<file path="src/mnc_pkg.sv">
// ----------------------------------------------------------------------------
// Mine neighbour counter package
// Field widths, register indexes, shared types and the neighbour popcount.
// ----------------------------------------------------------------------------
`default_nettype none

package mnc_pkg;

  localparam int OUT_ROW_W  = 12;
  localparam int OUT_COL_W  = 5;
  localparam int COUNT_W    = 4;
  localparam int CFG_COLS_W = 6;
  localparam int CFG_ROWS_W = 13;
  localparam int CFG_DATA_W = 13;
  localparam int CFG_IDX_W  = 1;

  localparam logic [CFG_IDX_W-1:0]  REG_COLS_IN_USE = 1'd0;
  localparam logic [CFG_IDX_W-1:0]  REG_ROWS_IN_USE = 1'd1;
  localparam logic [CFG_COLS_W-1:0] COLS_RESET      = 6'd32;
  localparam logic [CFG_ROWS_W-1:0] ROWS_RESET      = 13'd1;

  typedef logic [COUNT_W-1:0] count_t;

  typedef enum logic [1:0] {
    S_RUN,
    S_LAST,
    S_FLUSH
  } state_t;

  typedef struct packed {
    logic two_above;
    logic above;
    logic current;
  } row_bits_t;

  typedef struct packed {
    logic shift;
    logic clear;
  } cell_ctl_t;

  function automatic count_t popcount8(input logic [7:0] v);
    count_t acc;
    acc = '0;
    for (int i = 0; i < 8; i++) begin
      acc = acc + count_t'(v[i]);
    end
    return acc;
  endfunction

endpackage

`default_nettype wire

</file>
<file path="src/mine_neighbor_count_3x3_core.sv">
// ----------------------------------------------------------------------------
// Mine neighbour counter, 3x3 window
// Counts the mines around every cell of a binary grid streamed in raster order.
// ----------------------------------------------------------------------------
// Input words carry one cell each, column 0 first, row by row. Each result
// word gives a cell position, its mine flag and the number of mines among its
// eight neighbours (zero for a mine); out_last_of_run marks an input's last result.
// A cell is reported once the row below it has reached the next column, so
// results trail the input by one row and one column. A result leaves from the
// output register, loaded on taking its completing word or in S_LAST or S_FLUSH.
// One input word is taken per cycle while in_stall is low. A word that ends a
// row, from the second row on, holds the input while state S_LAST emits the
// row's last result; the word that ends the frame also holds it while S_FLUSH
// emits the last row, as the single output register emits one result a cycle
// from the column mux over the cell row, unless the receiver stalls.
// A result waiting in the output register does not block the next input word
// unless the receiver stalls; while out_stall is high the result holds and
// in_stall rises. Reset clears the line buffers and the position and sets
// cols_in_use to 32 and rows_in_use to 1. The user must write registers only
// when the block is idle; the block itself does not enforce this.
// ----------------------------------------------------------------------------
`default_nettype none

module mine_neighbor_count_3x3_core #(
  parameter int MAX_COLS = 32,
  parameter int MAX_ROWS = 4096
) (
  input  wire logic                           clk,
  input  wire logic                           rst_n,
  input  wire logic                           in_valid,
  output logic                                in_stall,
  input  wire logic                           in_cell_is_mine,
  output logic                                out_valid,
  input  wire logic                           out_stall,
  output logic [mnc_pkg::OUT_ROW_W-1:0]       out_row,
  output logic [mnc_pkg::OUT_COL_W-1:0]       out_col,
  output logic                                out_is_mine,
  output mnc_pkg::count_t                     out_mine_count,
  output logic                                out_last_of_run,
  input  wire logic                           cfg_we,
  input  wire logic [mnc_pkg::CFG_IDX_W-1:0]  cfg_index,
  input  wire logic [mnc_pkg::CFG_DATA_W-1:0] cfg_data
);

  localparam int CW = (MAX_COLS > 1) ? $clog2(MAX_COLS) : 1;
  localparam int RW = (MAX_ROWS > 1) ? $clog2(MAX_ROWS) : 1;

  logic [mnc_pkg::CFG_COLS_W-1:0] cfg_cols_r;
  logic [mnc_pkg::CFG_ROWS_W-1:0] cfg_rows_r;

  mnc_pkg::state_t st_r, st_nxt;
  logic [CW-1:0] col_cnt_r, col_cnt_nxt;
  logic [RW-1:0] row_cnt_r, row_cnt_nxt;
  logic [RW-1:0] hold_row_r, hold_row_nxt;
  logic          hold_eof_r, hold_eof_nxt;
  logic [CW-1:0] flush_k_r, flush_k_nxt;

  logic                          out_valid_r, out_valid_nxt;
  logic [mnc_pkg::OUT_ROW_W-1:0] out_row_r;
  logic [mnc_pkg::OUT_COL_W-1:0] out_col_r;
  logic                          out_mine_r;
  mnc_pkg::count_t               out_count_r;
  logic                          out_last_r;

  logic [CW-1:0] cols_m1;
  logic [RW-1:0] rows_m1;
  logic [CW-1:0] c_cur;
  logic [RW-1:0] r_cur;
  logic          eor, eof, emit_a, more;
  logic          slot_free, acc;

  logic                          load, use_flush;
  logic [CW-1:0]                 sel_col;
  logic [RW-1:0]                 o_row;
  logic [CW-1:0]                 o_col;
  logic                          o_last;
  logic                          sel_mine;
  mnc_pkg::count_t               sel_count;
  mnc_pkg::cell_ctl_t            ctl;

  mnc_pkg::row_bits_t bits_w       [MAX_COLS];
  mnc_pkg::count_t    norm_w       [MAX_COLS];
  mnc_pkg::count_t    flush_w      [MAX_COLS];
  logic               mine_norm_w  [MAX_COLS];
  logic               mine_flush_w [MAX_COLS];

  always_ff @(posedge clk) begin
    if (!rst_n) begin
      cfg_cols_r <= mnc_pkg::COLS_RESET;
      cfg_rows_r <= mnc_pkg::ROWS_RESET;
    end else if (cfg_we) begin
      case (cfg_index)
        mnc_pkg::REG_COLS_IN_USE: cfg_cols_r <= cfg_data[mnc_pkg::CFG_COLS_W-1:0];
        mnc_pkg::REG_ROWS_IN_USE: cfg_rows_r <= cfg_data[mnc_pkg::CFG_ROWS_W-1:0];
        default: ;
      endcase
    end
  end

  assign cols_m1 = (cfg_cols_r == '0) ? '0 :
                   (32'(cfg_cols_r) > MAX_COLS) ? CW'(MAX_COLS - 1) :
                   CW'(cfg_cols_r - 1'b1);
  assign rows_m1 = (cfg_rows_r == '0) ? '0 :
                   (32'(cfg_rows_r) > MAX_ROWS) ? RW'(MAX_ROWS - 1) :
                   RW'(cfg_rows_r - 1'b1);

  assign c_cur  = (col_cnt_r > cols_m1) ? cols_m1 : col_cnt_r;
  assign r_cur  = (row_cnt_r > rows_m1) ? rows_m1 : row_cnt_r;
  assign eor    = (c_cur == cols_m1);
  assign eof    = eor && (r_cur == rows_m1);
  assign emit_a = (r_cur != '0) && (c_cur != '0);
  assign more   = eor && ((r_cur != '0) || eof);

  assign slot_free = !out_valid_r || !out_stall;
  assign in_stall  = (st_r != mnc_pkg::S_RUN) || !slot_free;
  assign acc       = in_valid && !in_stall;

  for (genvar i = 0; i < MAX_COLS; i++) begin : g_cell
    mnc_pkg::row_bits_t left_w, right_w;
    if (i == 0) begin : g_left_edge
      assign left_w = '0;
    end else begin : g_left
      assign left_w = bits_w[i-1];
    end
    if (i == MAX_COLS - 1) begin : g_right_edge
      assign right_w = '0;
    end else begin : g_right
      assign right_w = bits_w[i+1];
    end

    mnc_cell u_cell (
      .clk          (clk),
      .rst_n        (rst_n),
      .ctl          (ctl),
      .set_i        (acc && in_cell_is_mine && (c_cur == CW'(i))),
      .act_i        (CW'(i) <= cols_m1),
      .left_i       (left_w),
      .right_i      (right_w),
      .bits_o       (bits_w[i]),
      .norm_o       (norm_w[i]),
      .mine_norm_o  (mine_norm_w[i]),
      .flush_o      (flush_w[i]),
      .mine_flush_o (mine_flush_w[i])
    );
  end

  always_comb begin
    case (st_r)
      mnc_pkg::S_RUN:   sel_col = c_cur - 1'b1;
      mnc_pkg::S_LAST:  sel_col = cols_m1;
      mnc_pkg::S_FLUSH: sel_col = flush_k_r;
      default:          sel_col = '0;
    endcase
  end

  assign use_flush = (st_r == mnc_pkg::S_FLUSH);
  assign sel_mine  = use_flush ? mine_flush_w[sel_col] : mine_norm_w[sel_col];
  assign sel_count = use_flush ? flush_w[sel_col] : norm_w[sel_col];

  always_comb begin
    st_nxt = st_r;
    case (st_r)
      mnc_pkg::S_RUN: begin
        if (acc && more) begin
          st_nxt = (r_cur != '0) ? mnc_pkg::S_LAST : mnc_pkg::S_FLUSH;
        end
      end
      mnc_pkg::S_LAST: begin
        if (slot_free) begin
          st_nxt = hold_eof_r ? mnc_pkg::S_FLUSH : mnc_pkg::S_RUN;
        end
      end
      mnc_pkg::S_FLUSH: begin
        if (slot_free && (flush_k_r == cols_m1)) begin
          st_nxt = mnc_pkg::S_RUN;
        end
      end
      default: st_nxt = mnc_pkg::S_RUN;
    endcase
  end

  always_comb begin
    load         = 1'b0;
    o_row        = r_cur - 1'b1;
    o_col        = sel_col;
    o_last       = 1'b1;
    ctl          = '0;
    col_cnt_nxt  = col_cnt_r;
    row_cnt_nxt  = row_cnt_r;
    hold_row_nxt = hold_row_r;
    hold_eof_nxt = hold_eof_r;
    flush_k_nxt  = flush_k_r;
    case (st_r)
      mnc_pkg::S_RUN: begin
        if (acc) begin
          load   = emit_a;
          o_last = !more;
          if (eor) begin
            if (more) begin
              hold_row_nxt = r_cur;
              hold_eof_nxt = eof;
              flush_k_nxt  = '0;
            end else begin
              ctl.shift   = 1'b1;
              row_cnt_nxt = r_cur + 1'b1;
              col_cnt_nxt = '0;
            end
          end else begin
            col_cnt_nxt = c_cur + 1'b1;
            row_cnt_nxt = r_cur;
          end
        end
      end
      mnc_pkg::S_LAST: begin
        o_row = hold_row_r - 1'b1;
        if (slot_free) begin
          load   = 1'b1;
          o_last = !hold_eof_r;
          if (hold_eof_r) begin
            flush_k_nxt = '0;
          end else begin
            ctl.shift   = 1'b1;
            row_cnt_nxt = hold_row_r + 1'b1;
            col_cnt_nxt = '0;
          end
        end
      end
      mnc_pkg::S_FLUSH: begin
        o_row = hold_row_r;
        if (slot_free) begin
          load   = 1'b1;
          o_last = (flush_k_r == cols_m1);
          if (flush_k_r == cols_m1) begin
            ctl.clear   = 1'b1;
            row_cnt_nxt = '0;
            col_cnt_nxt = '0;
          end else begin
            flush_k_nxt = flush_k_r + 1'b1;
          end
        end
      end
      default: ;
    endcase
  end

  always_comb begin
    if (load) begin
      out_valid_nxt = 1'b1;
    end else if (!out_stall) begin
      out_valid_nxt = 1'b0;
    end else begin
      out_valid_nxt = out_valid_r;
    end
  end

  always_ff @(posedge clk) begin
    if (!rst_n) begin
      st_r        <= mnc_pkg::S_RUN;
      col_cnt_r   <= '0;
      row_cnt_r   <= '0;
      flush_k_r   <= '0;
      hold_eof_r  <= 1'b0;
      out_valid_r <= 1'b0;
    end else begin
      st_r        <= st_nxt;
      col_cnt_r   <= col_cnt_nxt;
      row_cnt_r   <= row_cnt_nxt;
      flush_k_r   <= flush_k_nxt;
      hold_eof_r  <= hold_eof_nxt;
      out_valid_r <= out_valid_nxt;
    end
  end

  always_ff @(posedge clk) begin
    hold_row_r <= hold_row_nxt;
    if (load) begin
      out_row_r   <= mnc_pkg::OUT_ROW_W'(o_row);
      out_col_r   <= mnc_pkg::OUT_COL_W'(o_col);
      out_mine_r  <= sel_mine;
      out_count_r <= sel_count;
      out_last_r  <= o_last;
    end
  end

  assign out_valid       = out_valid_r;
  assign out_row         = out_row_r;
  assign out_col         = out_col_r;
  assign out_is_mine     = out_mine_r;
  assign out_mine_count  = out_count_r;
  assign out_last_of_run = out_last_r;

endmodule

`default_nettype wire

</file>
<file path="src/mnc_cell.sv">
// ----------------------------------------------------------------------------
// Mine neighbour counter column cell
// Holds one column of the three line buffers, swaps bits with its two
// neighbours and forms the neighbour counts for its own column.
// ----------------------------------------------------------------------------
`default_nettype none

module mnc_cell (
  input  wire logic               clk,
  input  wire logic               rst_n,
  input  wire mnc_pkg::cell_ctl_t ctl,
  input  wire logic               set_i,
  input  wire logic               act_i,
  input  wire mnc_pkg::row_bits_t left_i,
  input  wire mnc_pkg::row_bits_t right_i,
  output mnc_pkg::row_bits_t      bits_o,
  output mnc_pkg::count_t         norm_o,
  output logic                    mine_norm_o,
  output mnc_pkg::count_t         flush_o,
  output logic                    mine_flush_o
);

  logic two_r, two_nxt;
  logic abv_r, abv_nxt;
  logic cur_r, cur_nxt;
  logic cur_eff;
  mnc_pkg::count_t norm_raw;
  mnc_pkg::count_t flush_raw;

  assign cur_eff = cur_r | set_i;

  always_comb begin
    two_nxt = two_r;
    abv_nxt = abv_r;
    cur_nxt = cur_eff;
    if (ctl.clear) begin
      two_nxt = 1'b0;
      abv_nxt = 1'b0;
      cur_nxt = 1'b0;
    end else if (ctl.shift) begin
      two_nxt = abv_r;
      abv_nxt = cur_eff;
      cur_nxt = 1'b0;
    end
  end

  always_ff @(posedge clk) begin
    if (!rst_n) begin
      two_r <= 1'b0;
      abv_r <= 1'b0;
      cur_r <= 1'b0;
    end else begin
      two_r <= two_nxt;
      abv_r <= abv_nxt;
      cur_r <= cur_nxt;
    end
  end

  assign bits_o = act_i ? mnc_pkg::row_bits_t'({two_r, abv_r, cur_eff})
                        : mnc_pkg::row_bits_t'('0);

  assign norm_raw = mnc_pkg::popcount8({left_i.two_above, two_r, right_i.two_above,
                                        left_i.above, right_i.above,
                                        left_i.current, cur_eff, right_i.current});
  assign flush_raw = mnc_pkg::popcount8({left_i.above, abv_r, right_i.above,
                                         left_i.current, right_i.current,
                                         3'b000});

  assign mine_norm_o  = abv_r;
  assign mine_flush_o = cur_eff;
  assign norm_o       = abv_r ? mnc_pkg::count_t'(0) : norm_raw;
  assign flush_o      = cur_eff ? mnc_pkg::count_t'(0) : flush_raw;

endmodule

`default_nettype wire

</file>
<file path="config.mk">
export PLATFORM = sky130hd
export DESIGN_NAME = mine_neighbor_count_3x3_core
export DESIGN_NICKNAME = d
export VERILOG_FILES = /design/src/mnc_pkg.sv /design/src/mine_neighbor_count_3x3_core.sv /design/src/mnc_cell.sv
export SDC_FILE = /design/constraint.sdc
export NUM_CORES = 1
export LEC_CHECK = 0
export BUFFER_PORTS_ARGS = -buffer_cell sky130_fd_sc_hd__buf_2
export CORE_MARGIN = 3
export CORE_UTILIZATION = 65
export CTS_CLUSTER_SIZE = 14
export DETAILED_ROUTE_END_ITERATION = 12
export PLACE_DENSITY = 0.8
export SLEW_MARGIN = 20
export SYNTH_ARGS = -nofsm -noshare
export SYNTH_HDL_FRONTEND = slang
export SYNTH_SLANG_ARGS = --single-unit
export TNS_END_PERCENT = 30
</file>
<file path="constraint.sdc">
create_clock -name clk -period 13.1 [get_ports clk]
set_input_delay 2.62 -clock clk [delete_from_list [all_inputs] [get_ports clk]]
set_output_delay 2.62 -clock clk [all_outputs]
set_load 0.01 [all_outputs]
</file>
==> impl_results.md <==
- CTS sink count: 176
- Fin worst setup slack: between 3 and 4 ns
- Final Wtd Congestion: approximately 1.0
- Clk root buf: clkbuf_16
- Dpl ws: 3.40 ns
- Setup TNS: 0 ns
- Synthesis-stage register bit count: 176
- Setup CP Type: flip-flop to flip-flop
- WL/cell: ~23 um
- Grt met2 use: 62.4%
- GR peak layer: met2
- Initial core utilization: 66.8%
- Area of the multi-input gates: ~15000 um^2
- Hold buffers post-CTS: 0
- Vias per cell: 6.65
- Number of port buffers: 44
- Fraction of layout cells with a size suffix above 1: 8.01%
- Fmax: 0.0994 GHz
- Ports: between 40 and 50
- CP max FO: 20
- Detail Route Antenna Nets: 0
- Detailed Routing Iterations Pass 1: 6
- Synth area leader: fa_1
- Post-Synthesis Cells: 2590
- Die width: 188 um
- Mean area per synthesized cell: 8.27 um^2
- Most frequent CP cell: inv_1
- H-tree level count: 4
- Die H: between 150 and 200 um
- Tot GR Track Use: 38.9%
- Tmin final: 10.06 ns
- Worst rel slew slack: a little over a fifth
- CP startpoint kind: flip-flop
- Fin nets: 2949
- Post-synth ARST share: 0%
- Netlist cell types: between 100 and 150
- Crit end category: flip-flop
- Hold WC Path Type: flip-flop to flip-flop
- DRC violations left: 0
- Seq/Total Area, Yosys: between 10% and 20%
- Initial antenna violation count: 1
- Post-synth EDFFs: 35
- Clk pin slew, worst setup/hold paths: 0.07 ns
- RSZ-0062 raised after global routing: no
- Detailed-route wire length: 68700 um
- Critical Path Max Stage Delay: 0.83 ns
- Leakage power: 9.30 nW
- Clk buf depth: 2
- R2R setup slack: 3.04 ns
- FP Rows: 65
- Run status: finished clean
- First-pass GRT wire length: 109000 um
- CP delay by family, top: adder cells
- Final Slew Violations: 0
- Total grt overflow: 0
- Synth Net Count: about 3000
- Pwr Density: 164 nW/um^2
- TritonCTS clock tree: built
- Area share of the largest cell type after synthesis: approximately 17%
- GRT met3 Usage: 8.81%
- Via Count: roughly 20000
- Post-CTS sizing: 0
- Synth warnings: 0
- Period utilisation layout: 76.8%
- Arr. time, crit path: 10.22 ns
- Post-detail-place hpwl: 51400 um
- Area grow syn2layout: 4.67%
- Ranking of synthesized cells by area: fa_1, dfxtp_1, ha_1, inv_1, edfxtp_1
- CP max stage cell: nor3_1
- Clock Skew: 0.0171 ns
- Die area: 35200 um^2
- Cell area after synthesis: 21400 um^2
- WP buf/inv: 5
- Post-CTS Setup Inserts: 0
- Worst-Skew Late Latency: 0.47 ns
- Final Hold Fails: 0
- TritonCTS Buffers: 17
- Vias in the first global route: roughly 20000
- Main synth FF type: dfxtp_1
- Met1 Usage GRT: 48.3%
- Largest net degree at the start of global routing: roughly 80
- MaxCap Viol Count: 0
- WP data required: 13.27 ns
- # fillers: approximately 2700
- VDD IR-drop max: 0.000152 V
- Sequential cell area: slightly below 4000 um^2
- Drt initial violations: 2239
- Endpoints failing setup: 0
- Slew of the pin with the lowest slew margin: ~1.2 ns
- Core Box Area: 32000 um^2
## layout make-up
type | instances | area share (%)
Tap cell | 435 | 2.43
Clock buffer | 21 | 2.10
Inverter | 417 | 6.99
Multi-Input combinational cell | 1855 | 68.6
Antenna cell | 1 | 0.0112
Sequential cell | 176 | 17.3
Timing Repair Buffer | 80 | 2.19
Clock inverter | 11 | 0.352
## final timing paths
| kind | from | end | depth (start not counted) |
|---|---|---|---|
| worst max-delay path | cfg_cols_r[0] | out_mine_count[1] | 30 |
| worst min-delay path | cfg_rows_r[10] | cfg_rows_r[10] | 2 |
| worst max register to register | cfg_cols_r[0] | out_mine_count[1] | 30 |
| worst min register to register | cfg_rows_r[10] | cfg_rows_r[10] | 2 |
## cells in the final DEF (no fill, tap or decap), drive strengths merged, types with 9 or more instances in the layout
master,count
edfxtp,35
a41oi,9
a22oi,14
nor4b,26
nand4,13
a31oi,22
and2,22
o21a,10
o21ai,67
o311ai,28
o211ai,16
nor2,222
nand3b,13
xnor2,63
nor3,112
dfxtp,141
o22ai,13
a211o,10
buf,80
a211oi,64
ha,196
nor3b,24
inv,418
xor2,17
a21oi,138
fa,186
nor4,15
and3,15
a221oi,11
or3,27
mux2,10
nand2,211
nand3,63
clkbuf,21
nor2b,13
mux2i,66
a311oi,13
## metrics by stage
stage | std cells | power (mW) | util [%] | hold slack (ns) | cell area [um^2]
finish | 2996 | 3.67 | 69.9 | 0.512 | 22400
global route | 2995 | 3.78 | 69.9 | 0.547 | 22400
CTS | 2995 | 3.55 | 69.9 | 0.512 | 22400
detailed placement | 2963 | 3.04 | 68.2 | 0.496 | 21900
global placement | 2963 | 3.00 | 68.2 | 0.486 | 21900
floorplan | 2590 | 2.24 | - | 0.462 | 21400
## power by group
part / switching, mW / internal, mW
Combinational: 1.70 / 0.730
Clock: 0.250 / 0.260
Sequential: 0.0588 / 0.674
Total: 2.01 / 1.66
## worst register-to-register path, delay by kind of cell (launching register included)
kind / cells / cell delay, ns
simple gates: 8 / 2.85
flops: 1 / 0.39
fa+ha+maj: 8 / 2.96
compound gates: 9 / 2.60
buf+inv: 5 / 0.99
## state kept, by name, summed over array words and instances, names as in the netlist, 2 cells and up
signal,cells
g_cell.u_cell.two_r,32
g_cell.u_cell.cur_r,32
g_cell.u_cell.mine_norm_o,32
cfg_cols_r,6
hold_row_r,12
out_row,12
out_col,5
row_cnt_r,12
cfg_rows_r,13
st_r,2
col_cnt_r,5
out_mine_count,4
flush_k_r,5
## routing by layer
| layer | wire [um] | up-vias |
|---|---|---|
| li1 | - | 8822 |
| met1 | 25300 | 9449 |
| met5 | 0 | - |
| met2 | 30800 | 1307 |
| met4 | 4750 | 0 |
| met3 | 7830 | 337 |
## synthesized netlist by cell type, types with 8 or more instances
| master | number |
|---|---|
| and2_1 | 21 |
| nor3_1 | 110 |
| nand2_1 | 210 |
| inv_1 | 411 |
| nor2_2 | 30 |
| nor4b_1 | 25 |
| nor2_1 | 191 |
| dfxtp_1 | 141 |
| nor2b_1 | 13 |
| a221oi_1 | 10 |
| edfxtp_1 | 35 |
| xnor2_1 | 63 |
| ha_1 | 196 |
| nor3b_1 | 24 |
| o311ai_0 | 26 |
| nand3_1 | 63 |
| a211o_1 | 10 |
| a41oi_1 | 8 |
| xor2_1 | 17 |
| nand4_1 | 13 |
| a22oi_1 | 14 |
| o22ai_1 | 12 |
| or3_1 | 26 |
| mux2_2 | 10 |
| a311oi_1 | 13 |
| o211ai_1 | 15 |
| nor4_1 | 11 |
| o21ai_0 | 64 |
| nand3b_1 | 13 |
| fa_1 | 186 |
| a31oi_1 | 21 |
| buf_2 | 24 |
| o2111ai_1 | 8 |
| a21o_1 | 8 |
| and3_1 | 15 |
| a21oi_1 | 135 |
| clkbuf_1 | 96 |
| mux2i_1 | 64 |
| o21a_1 | 9 |
| a211oi_1 | 63 |
| buf_6 | 10 |
## logic make-up (layout without fill, tap and decap cells)
kind of cell,after synthesis,count (layout),share of synthesized area [%]
AND/OR/NAND/NOR,804,804,18.8
buffers and inverters,559,529,10.4
AO/OA/AOI/OAI,509,509,16.7
adder cells (fa/ha/maj),385,385,29.0
flip-flops,176,176,18.1
XOR/XNOR,80,80,3.27
multiplexers,77,77,3.79
other,0,1,0
Note: power is estimated with default switching activity, not from simulation.
